**src/rtl/sha1_pkg.sv**
```systemverilog
// Shared types and constants for the SHA-1 hash core.
// Depends on nothing; used by every module in rtl.
`timescale 1ns / 1ps
package sha1_pkg;
	localparam logic [31:0] K0 = 32'h5a827999;
	localparam logic [31:0] K1 = 32'h6ed9eba1;
	localparam logic [31:0] K2 = 32'h8f1bbcdc;
	localparam logic [31:0] K3 = 32'hca62c1d6;
	localparam logic [31:0] H0_INIT = 32'h67452301;
	localparam logic [31:0] H1_INIT = 32'hefcdab89;
	localparam logic [31:0] H2_INIT = 32'h98badcfe;
	localparam logic [31:0] H3_INIT = 32'h10325476;
	localparam logic [31:0] H4_INIT = 32'hc3d2e1f0;
	localparam logic [31:0] PAD_WORD = 32'h80000000;
	localparam int QDEPTH = 4;

	// One word of a block as passed from the front end to the engine.
	typedef struct packed {
		logic [31:0] word;
		logic        final_word; // last word of the message
	} blk_word_t;

	typedef enum logic [2:0] {
		FE_MSG, FE_PAD80, FE_ZERO, FE_LEN_HI, FE_LEN_LO
	} fe_state_t;

	typedef enum logic [1:0] {
		BE_LOAD, BE_ROUND, BE_ADD, BE_OUT
	} be_state_t;

	function automatic logic [31:0] rotl(input logic [31:0] x, input int n);
		rotl = (x << n) | (x >> (32 - n));
	endfunction
endpackage

```
**src/rtl/sha1_front.sv**
```systemverilog
// Front end: takes message words, applies padding and length, feeds block words.
// Depends on sha1_pkg.
`timescale 1ns / 1ps
module sha1_front import sha1_pkg::*; (
	input  logic        clk,
	input  logic        arst_n,
	input  logic        in_valid,
	output logic        in_ready,
	input  logic [31:0] in_word,
	input  logic [2:0]  in_bytes,
	input  logic        in_last,
	output logic        o_valid,
	input  logic        o_ready,
	output blk_word_t   o_data
);
	fe_state_t state_q, state_d;
	logic [3:0]  cnt_q;
	logic [63:0] len_q;
	logic [2:0]  nb;
	logic [31:0] mask, padded;
	logic [63:0] len_add;

	always_comb begin
		// Only the last word of a message carries a partial byte count.
		nb = (!in_last || in_bytes > 3'd4) ? 3'd4 : in_bytes;
		unique case (nb)
			3'd0: mask = 32'h00000000;
			3'd1: mask = 32'hff000000;
			3'd2: mask = 32'hffff0000;
			3'd3: mask = 32'hffffff00;
			default: mask = 32'hffffffff;
		endcase
		unique case (nb)
			3'd0: padded = 32'h80000000;
			3'd1: padded = (in_word & mask) | 32'h00800000;
			3'd2: padded = (in_word & mask) | 32'h00008000;
			3'd3: padded = (in_word & mask) | 32'h00000080;
			default: padded = in_word;
		endcase
		len_add = len_q + {58'd0, (in_last ? nb : 3'd4), 3'd0};
	end

	always_comb begin
		state_d = state_q;
		unique case (state_q)
			FE_MSG: if (in_valid && o_ready && in_last)
				state_d = (nb == 3'd4) ? FE_PAD80
					: ((cnt_q == 4'd13) ? FE_LEN_HI : FE_ZERO);
			FE_PAD80: if (o_ready) state_d = (cnt_q == 4'd13) ? FE_LEN_HI : FE_ZERO;
			FE_ZERO: if (o_ready && cnt_q == 4'd13) state_d = FE_LEN_HI;
			FE_LEN_HI: if (o_ready) state_d = FE_LEN_LO;
			FE_LEN_LO: if (o_ready) state_d = FE_MSG;
			default: state_d = FE_MSG;
		endcase
	end

	always_comb begin
		in_ready = 1'b0;
		o_valid = 1'b1;
		o_data.final_word = 1'b0;
		o_data.word = 32'd0;
		unique case (state_q)
			FE_MSG: begin
				in_ready = o_ready;
				o_valid = in_valid;
				o_data.word = padded;
			end
			FE_PAD80: o_data.word = PAD_WORD;
			FE_ZERO: o_data.word = 32'd0;
			FE_LEN_HI: o_data.word = len_q[63:32];
			FE_LEN_LO: begin
				o_data.word = len_q[31:0];
				o_data.final_word = 1'b1;
			end
			default: o_valid = 1'b0;
		endcase
	end

	always_ff @(posedge clk or negedge arst_n) begin
		if (!arst_n) begin
			state_q <= FE_MSG;
			cnt_q <= '0;
			len_q <= '0;
		end else begin
			state_q <= state_d;
			if (o_valid && o_ready) cnt_q <= cnt_q + 4'd1;
			if (in_valid && in_ready) len_q <= len_add;
			else if (state_q == FE_LEN_LO && o_ready) len_q <= '0;
		end
	end
endmodule

```
**src/rtl/sha1_fifo.sv**
```systemverilog
// Short queue that decouples the front end from the compression engine.
// Depends on sha1_pkg.
`timescale 1ns / 1ps
module sha1_fifo import sha1_pkg::*; (
	input  logic      clk,
	input  logic      arst_n,
	input  logic      w_valid,
	output logic      w_ready,
	input  blk_word_t w_data,
	output logic      r_valid,
	input  logic      r_ready,
	output blk_word_t r_data
);
	blk_word_t mem_q [QDEPTH];
	logic [1:0] wp_q, rp_q;
	logic [2:0] cnt_q;
	logic wr, rd;

	assign w_ready = cnt_q != 3'(QDEPTH);
	assign r_valid = cnt_q != 3'd0;
	assign r_data = mem_q[rp_q];
	assign wr = w_valid && w_ready;
	assign rd = r_valid && r_ready;

	always_ff @(posedge clk) if (wr) mem_q[wp_q] <= w_data;

	always_ff @(posedge clk or negedge arst_n) begin
		if (!arst_n) begin
			wp_q <= '0;
			rp_q <= '0;
			cnt_q <= '0;
		end else begin
			if (wr) wp_q <= wp_q + 2'd1;
			if (rd) rp_q <= rp_q + 2'd1;
			cnt_q <= cnt_q + {2'd0, wr} - {2'd0, rd};
		end
	end

`ifndef ASSERT_OFF
	a_no_over: assert property (@(posedge clk) disable iff (!arst_n)
		cnt_q <= 3'(QDEPTH)) else $error("queue count overflow");
	a_wr_cnt: assert property (@(posedge clk) disable iff (!arst_n)
		(wr && !rd) |=> cnt_q == $past(cnt_q) + 3'd1) else $error("count not raised");
	a_rd_cnt: assert property (@(posedge clk) disable iff (!arst_n)
		(rd && !wr) |=> cnt_q == $past(cnt_q) - 3'd1) else $error("count not lowered");
`endif
endmodule

```
**src/rtl/sha1_engine.sv**
```systemverilog
// Compression engine: gathers 16 words, runs 80 rounds, chains, emits digest.
// Depends on sha1_pkg.
`timescale 1ns / 1ps
module sha1_engine import sha1_pkg::*; (
	input  logic        clk,
	input  logic        arst_n,
	input  logic        i_valid,
	output logic        i_ready,
	input  blk_word_t   i_data,
	output logic        o_valid,
	input  logic        o_ready,
	output logic [31:0] o_word,
	output logic [2:0]  o_index,
	output logic        o_last
);
	be_state_t state_q, state_d;
	logic [31:0] w_q [16];
	logic [31:0] h_q [5];
	logic [31:0] a_q, b_q, c_q, d_q, e_q;
	logic [6:0]  rnd_q;
	logic [3:0]  wc_q;
	logic [2:0]  oi_q;
	logic        fin_q;
	logic [31:0] wt, f, k, tmp;
	logic        take;

	assign take = i_valid && i_ready;
	assign i_ready = state_q == BE_LOAD;
	assign o_valid = state_q == BE_OUT;
	assign o_word = h_q[oi_q];
	assign o_index = oi_q;
	assign o_last = oi_q == 3'd4;

	// Window is kept as a shift line: w_q[0] is the word for rounds below 16, and W[t-16] after that.
	always_comb begin
		wt = (rnd_q < 7'd16) ? w_q[0] : rotl(w_q[13] ^ w_q[8] ^ w_q[2] ^ w_q[0], 1);
		if (rnd_q < 7'd20) begin
			f = (b_q & c_q) | (~b_q & d_q); k = K0;
		end else if (rnd_q < 7'd40) begin
			f = b_q ^ c_q ^ d_q; k = K1;
		end else if (rnd_q < 7'd60) begin
			f = (b_q & c_q) | (b_q & d_q) | (c_q & d_q); k = K2;
		end else begin
			f = b_q ^ c_q ^ d_q; k = K3;
		end
		tmp = rotl(a_q, 5) + f + e_q + wt + k;
	end

	always_comb begin
		state_d = state_q;
		unique case (state_q)
			BE_LOAD: if (take && wc_q == 4'd15) state_d = BE_ROUND;
			BE_ROUND: if (rnd_q == 7'd79) state_d = BE_ADD;
			BE_ADD: state_d = fin_q ? BE_OUT : BE_LOAD;
			BE_OUT: if (o_ready && oi_q == 3'd4) state_d = BE_LOAD;
			default: state_d = BE_LOAD;
		endcase
	end

	always_ff @(posedge clk) begin
		if (take) begin
			for (int i = 0; i < 15; i++) w_q[i] <= w_q[i+1];
			w_q[15] <= i_data.word;
		end else if (state_q == BE_ROUND) begin
			for (int i = 0; i < 15; i++) w_q[i] <= w_q[i+1];
			w_q[15] <= wt;
		end
		if (state_q == BE_LOAD) begin
			a_q <= h_q[0]; b_q <= h_q[1]; c_q <= h_q[2]; d_q <= h_q[3]; e_q <= h_q[4];
		end else if (state_q == BE_ROUND) begin
			a_q <= tmp; b_q <= a_q; c_q <= rotl(b_q, 30); d_q <= c_q; e_q <= d_q;
		end
	end

	always_ff @(posedge clk or negedge arst_n) begin
		if (!arst_n) begin
			state_q <= BE_LOAD;
			rnd_q <= '0; wc_q <= '0; oi_q <= '0; fin_q <= 1'b0;
			h_q[0] <= H0_INIT; h_q[1] <= H1_INIT; h_q[2] <= H2_INIT;
			h_q[3] <= H3_INIT; h_q[4] <= H4_INIT;
		end else begin
			state_q <= state_d;
			if (take) begin
				wc_q <= wc_q + 4'd1;
				fin_q <= i_data.final_word;
			end
			if (state_q == BE_ROUND) rnd_q <= (rnd_q == 7'd79) ? 7'd0 : rnd_q + 7'd1;
			if (state_q == BE_ADD) begin
				h_q[0] <= h_q[0] + a_q; h_q[1] <= h_q[1] + b_q; h_q[2] <= h_q[2] + c_q;
				h_q[3] <= h_q[3] + d_q; h_q[4] <= h_q[4] + e_q;
			end
			if (state_q == BE_OUT && o_ready) begin
				oi_q <= (oi_q == 3'd4) ? 3'd0 : oi_q + 3'd1;
				if (oi_q == 3'd4) begin
					h_q[0] <= H0_INIT; h_q[1] <= H1_INIT; h_q[2] <= H2_INIT;
					h_q[3] <= H3_INIT; h_q[4] <= H4_INIT;
				end
			end
		end
	end

`ifndef ASSERT_OFF
	a_rnd: assert property (@(posedge clk) disable iff (!arst_n)
		state_q != BE_ROUND |-> rnd_q == 7'd0) else $error("round count stray");
	a_blk: assert property (@(posedge clk) disable iff (!arst_n)
		(state_q == BE_LOAD && state_d == BE_ROUND) |-> wc_q == 4'd15)
		else $error("short block");
	a_idx: assert property (@(posedge clk) disable iff (!arst_n)
		oi_q <= 3'd4) else $error("digest index out of range");
`endif
endmodule

```
**src/rtl/sha1_hash_core_unit.sv**
```systemverilog
// Top level of the SHA-1 hash core: front end, queue and compression engine.
// Depends on sha1_pkg, sha1_front, sha1_fifo and sha1_engine.
`timescale 1ns / 1ps
// Each 16-word block is loaded word by word, the engine runs 80 rounds, one round
// per cycle, and a chaining step adds the result into the hash state; the front
// end and queue take words while the engine runs rounds. On the last word the
// padding and 64-bit length are added and five digest words follow, H0 first, the
// fifth marked by tlast. The chain then restarts for the next message.
module sha1_hash_core_unit import sha1_pkg::*; (
	input  logic        clk,
	input  logic        arst_n,
	input  logic        s_tvalid,
	output logic        s_tready,
	input  logic [39:0] s_tdata,  // data_word[31:0], valid_bytes[34:32], zero fill
	input  logic        s_tlast,
	output logic        m_tvalid,
	input  logic        m_tready,
	output logic [39:0] m_tdata,  // digest_word[31:0], word_index[34:32], zero fill
	output logic        m_tlast
);
	logic      fv, fr, ev, er;
	blk_word_t fd, ed;
	logic [31:0] dw;
	logic [2:0]  di;

	sha1_front u_front (.clk, .arst_n, .in_valid(s_tvalid), .in_ready(s_tready),
		.in_word(s_tdata[31:0]), .in_bytes(s_tdata[34:32]), .in_last(s_tlast),
		.o_valid(fv), .o_ready(fr), .o_data(fd));
	sha1_fifo u_fifo (.clk, .arst_n, .w_valid(fv), .w_ready(fr), .w_data(fd),
		.r_valid(ev), .r_ready(er), .r_data(ed));
	sha1_engine u_eng (.clk, .arst_n, .i_valid(ev), .i_ready(er), .i_data(ed),
		.o_valid(m_tvalid), .o_ready(m_tready), .o_word(dw), .o_index(di),
		.o_last(m_tlast));

	assign m_tdata = {5'd0, di, dw};
endmodule

```
**config.mk**
```make
export PLATFORM = sky130hd
export DESIGN_NAME = sha1_hash_core_unit
export DESIGN_NICKNAME = d
export VERILOG_FILES = /design/src/rtl/sha1_pkg.sv /design/src/rtl/sha1_front.sv /design/src/rtl/sha1_fifo.sv /design/src/rtl/sha1_engine.sv /design/src/rtl/sha1_hash_core_unit.sv
export SDC_FILE = /design/constraint.sdc
export NUM_CORES = 2
export LEC_CHECK = 0
export BUFFER_PORTS_ARGS = -buffer_cell sky130_fd_sc_hd__buf_2
export CORE_MARGIN = 3
export CORE_UTILIZATION = 40
export CTS_BUF_LIST = sky130_fd_sc_hd__clkbuf_8
export CTS_CLUSTER_SIZE = 12
export DETAILED_ROUTE_END_ITERATION = 10
export PLACE_DENSITY = 0.54
export SYNTH_ARGS = -nofsm -noshare
export SYNTH_HDL_FRONTEND = slang
export SYNTH_HIERARCHICAL = 1
export SYNTH_SLANG_ARGS = --single-unit
```
**constraint.sdc**
```tcl
create_clock -name clk -period 22.8 [get_ports clk]
set_input_delay 4.56 -clock clk [delete_from_list [all_inputs] [get_ports clk]]
set_output_delay 4.56 -clock clk [all_outputs]
set_load 0.02 [all_outputs]
```
# Word level (Yosys, flattened, before mapping)
# Memories as Yosys holds them, arrays and structs flattened.
# Cells that the tools add are included.
# Widths: inputs -> output; s select.
classes:
  add_sub_neg: 18
  magnitude_cmp: 6
  eq_ne: 24
  mux: 71
  n_bitwise: 34
  n_reduce_logical: 21
op_table:
  columns: ["op", "n"]
  rows:
  - ["$mux 32", 34]
  - ["$mux 160", 3]
  - ["$pmux 32 s4", 3]
  - ["$add 32x32->32", 9]
  - ["$and 32x32->32", 5]
  - ["$xor 32x32->32", 5]
  - ["$mux 64", 2]
  - ["$bmux 32 s3", 1]
  - ["$or 32x32->32", 3]
  - ["$add 64x6->64", 1]
  - ["$not 32->32", 1]
  - ["$or 32x1->32", 1]
  - ["$or 32x30->32", 1]
  - ["$or 32x5->32", 1]
  - ["$mux 31", 1]
  - ["$mux 3", 9]
  - ["$or 1x1->1", 16]
  - ["$pmux 3 s5", 1]
  - ["$lt 7x5->1 const B", 2]
  - ["$lt 7x6->1 const B", 2]
  - ["$ne 2x1->1 const B", 7]
  - ["$eq 3x2->1 const B", 4]
  - ["$logic_and 1x1->1", 10]
  - ["$mux 1", 10]
  - ["30 further kinds", 42]
word_totals:
  reg_bits: 415
  ramBits: 644
  input_bits: 45
  output_inout_bits: 43
  elab_cells: 197
  mem_count: 2
mem_list:
  columns: ["memory", "depth", "word_bits", "rd", "rd_clocked_by_memory_dff", "wr", "line", "text"]
  rows:
  - ["u_eng.w_q", 16, 32, 16, 0, 16, "sha1_engine.sv:17", "logic [31:0] w_q [16];"]
  - ["u_fifo.mem_q", 4, 33, 1, 0, 1, "sha1_fifo.sv:14", "blk_word_t mem_q [QDEPTH];"]

# Depth between registers and ports, before layout
logic_depth:
  ltp_word: 12
  mapped_depth: 29
  depth_no_buf: 27

# Cells and area by module
# Netlist, hierarchy kept.
by_module_without_submodules:
  columns: ["mod", "n_inst", "cells_each", "area_each_um2", "seq_area_each_um2"]
  rows:
  - ["sha1_engine", 1, 3797, 44410.1, 24708.7]
  - ["sha1_fifo", 1, 214, 5282.6, 4139.0]
  - ["sha1_front", 1, 566, 4688.2, 1701.6]
  - ["sha1_hash_core_unit", 1, 6, 41.3, 0.0]

# Least setup slack after synthesis
# Ideal clock, no wire load.
synth_path:
  path_kind: "flip-flop to flip-flop"
  from: "register u_eng.state_q[1]"
  to: "memory u_eng.w_q[0][0] (enable)"
  setup_time_ns: 0.970
  arrival_time_ns: 15.989
  t_required_ns: 21.830
  path_slack_ns: 5.840
  path_stages_with_launch: 4
  n_path_buf: 0
  synth_period_minus_slack_ns: 16.960
  path_cell_list: "dfrtp_1 > inv_1 > nand2_1 > nand2b_1"
synth_rtl:
  columns: ["element", "line", "text"]
  rows:
  - ["from (decl)", "sha1_engine.sv:16", "be_state_t state_q, state_d;"]
  - ["from (signal assigned)", "sha1_engine.sv:82", "state_q <= state_d;"]
  - ["to (decl)", "sha1_engine.sv:17", null]

# Worst setup path in the final report
layout_path:
  from: "register u_eng.oi_q[0] (netlist: u_eng/o_index[0])"
  to: "output port m_tdata[11]"
layout_via:
  elab_chain_len: 4
layout_lines:
  columns: ["element", "line", "text"]
  rows:
  - ["from (decl)", "sha1_engine.sv:22", "logic [2:0] oi_q;"]
  - ["from (signal assigned)", "sha1_engine.sv:93", "oi_q <= (oi_q == 3'd4) ? 3'd0 : oi_q + 3'd1;"]
  - ["$not 3->4 (not written as such)", "sha1_engine.sv:30", "assign o_word = h_q[oi_q];"]
  - ["$bmux 32 s3", "sha1_engine.sv:30", null]
  - ["$mux 32 (not written as such) (2 in a row)", "sha1_engine.sv:30", null]
  - ["to (decl)", "sha1_hash_core_unit.sv:18", "output logic [39:0] m_tdata,"]
# No other way between the ends. The select of a mux whose other input is x is not followed.

==> metrics.txt <==
Worst setup EP type=output pin; CP startpoint=u_eng/o_index[0]$_DFFE_PN0P_; Multi-input gate area=~22000 um2; area of the mapped netlist=about 54000 um2; Tcrit/Tclk final=36.81%; mean routed wirelength per cell=22.76 um; Worst-Margin Slew=between 1 and 1.5 ns; vias in the first global route=around 35000; critical path type=reg2out; GR Util met3=roughly 3.6%; GRT met2 Usage=31.30%; Yosys reg bits=approximately 1100; setup_tns=0 ns; Pins Over Slew Limit=0; port bufs=77; total I/O pin count=88; Hold Path Stages=0; Syn Area/Cell=around 12 um2; CP startpoint kind=register; largest net degree at the start of global routing=between 150 and 200; drt drc=0; final wirelength=151.0 mm; worst hold margin=around 0.37 ns; Post-Syn Instances=4583; core area=roughly 130000 um2; vias per cell=between 5 and 6; met1 Use GR=between 30% and 40%; Post CTS Setup Buffer Count=0; number of flops mapped to enable cells by yosys=804; hold wc startpoint=u_eng/w_q[0][199]$_DFFE_PP_; crit path time final=roughly 8.4 ns; post-route ant nets=0; WP data arrival=roughly 3.8 ns; GRT busiest layer=met1; FMAX=roughly 120 MHz; clk_lat worst skew=0.92 ns; Filler cells=~13000; Worst EP required=between 15 and 20 ns; cts repair resizes=0; ys flop type=edfxtp_1; Design Area, Final=roughly 60000 um2; Die ar.=140500 um2; Synth async-reset ratio=a little under a quarter; share of layout cells above drive strength 1=between 10% and 20%; Reg2Reg Launch Point=u_eng/rnd_q[4]$_DFFE_PN0P_; Max Cap Viol=0; first-pass GRT wire length=226.3 mm; synth-to-layout area growth=10.69%; final RePlAce weighted congestion=0.8865; CTS tree=done; Final Hold Fails=0; width of the die=374.9 um; DR pass1 iterations=9; Detailed Place HPWL=approximately 100 mm; Final Core Density=between 40 and 50%; CTS sink cnt=1056; nets=5085; unrepaired setup endpoints after global routing=false; final setup violation count=0; DR vias=36530; Slew HR=21.05%; Clk pin slew, worst setup/hold paths=roughly 0.060 ns; initial antenna violation count=7; Die Ht=374.9 um; Sequential Area=about 31000 um2; Max Fanout on Critical Path=31; CTS Hold Buffers Added=0; Initial Utilization=~40%; grt total ovfl=0; Root Driver=clkbuf_8; Hold Crit Class=reg2reg; distinct cell type count after synthesis=103; 1st-iter DRT viols=about 3400; CTS max path bufs=3; sequential-to-total area share from yosys stat=a little under three fifths; Placed Area=roughly 57000 um2; htree depth=4; row count=between 100 and 150; Reg2Reg Depth=24; Setup Skew=about 0.06 ns; gr usage total=approximately a fifth; synth warn=6; total CTS buffers=around 180; status=complete, no violations
worst paths after layout:
check / to / slack, ns
min in group asynchronous: u_eng/h_q[72]$_DFF_PN0_ / 3.65
worst min-delay path: u_eng/w_q[0][167]$_DFFE_PP_ / 0.37
worst max register to register: u_eng/a_q[26]$_DFFE_PP_ / 15.08
max in group asynchronous: u_front/len_q[33]$_DFFE_PN0P_ / 17.71
worst max-delay path: m_tdata[11] / 14.41
worst min register to register: u_eng/w_q[0][167]$_DFFE_PP_ / 0.37
metal layers:
layer	part of all wire, %	vias up
met5	0	-
met4	3.0	0
met3	7.1	237
met2	43	1277
met1	47	18110
li1	-	16910
layout make-up:
| type | instances | share of cell area (%) |
|---|---|---|
| clock inverters | 149 | 1.381 |
| flip-flops and latches | 1056 | 50.72 |
| multi-input cells | 3035 | 36.51 |
| clock buffers | 195 | 4.455 |
| inverters | 297 | 1.867 |
| diodes | 5 | 0.02077 |
| well taps | 1768 | 3.672 |
| repair buffers | 131 | 1.371 |
critical path, stage by stage, from the launching register on:
cell	delay, ns
dfrtp_2	0.87
buf_4	0.52
inv_1	0.11
and3_1	0.17
buf_4	0.32
nand2_1	0.14
o21ai_0	0.42
buf_2	0.34
per-stage QoR:
stage	worst slack, ns	cells
2_1_floorplan	5.840	4587
6_report	14.41	6636
3_3_place_gp	14.61	6287
3_5_place_dp	14.57	6287
4_1_cts	14.28	6631
5_1_grt	14.14	6636
layout by cell type, fill, tap and decap left out, types with 67 or more instances in the layout:
cell type / n
dfstp_2: 80
nand2_1: 717
xnor2_1: 203
a21oi_1: 263
inv_1: 368
dfrtp_1: 170
fa_1: 127
nor2_1: 205
a21o_1: 96
o21ai_0: 219
edfxtp_1: 804
ha_1: 208
xor2_1: 67
buf_2: 76
nand3_1: 83
clkbuf_8: 195
cell families (layout without fill, tap and decap cells):
| logic type | after synthesis | count (layout) | share of synthesized area, % |
|---|---|---|---|
| muxes | 128 | 128 | 3.915 |
| xor gates and xnor gates | 270 | 270 | 4.345 |
| DFF | 1056 | 1056 | 56.13 |
| and+or+nand+nor | 1277 | 1277 | 10.46 |
| adders and majority gates | 335 | 335 | 9.454 |
| AOI/OAI and AO/OA | 1020 | 1020 | 12.08 |
| other | 1 | 10 | 0.006891 |
| buffers and inverters | 496 | 772 | 3.605 |
synth_stat cells, drive strengths merged, types with 86 or more instances:
library cell  number  area [um2]
a21o              96       720.7
a21oi            263        1316
clkbuf           163       613.1
dfrtp            172        4304
edfxtp           804       24140
fa               127        2542
ha               208        2603
inv              296        1111
nand2            717        2691
nand3             86       435.4
nor2             210       793.3
o21ai            279        1396
xnor2            203        1778
sequential cells by signal, indices dropped and copies added, names as in the netlist, 3 cells and up:
signal	cells
u_eng/w_q	512
u_eng/h_q	160
u_fifo/mem_q	132
u_front/len_q	61
u_eng/a_q	32
u_eng/b_q	32
u_eng/c_q	32
u_eng/d_q	32
u_eng/e_q	32
u_eng/rnd_q	7
u_eng/wc_q	4
u_front/cnt_q	4
u_eng/o_index	3
u_fifo/cnt_q	3
u_front/state_q	3
Power is left out: the tool's default activity adds up to more than one toggle a clock period on the data nets, which glitch-free logic cannot reach.
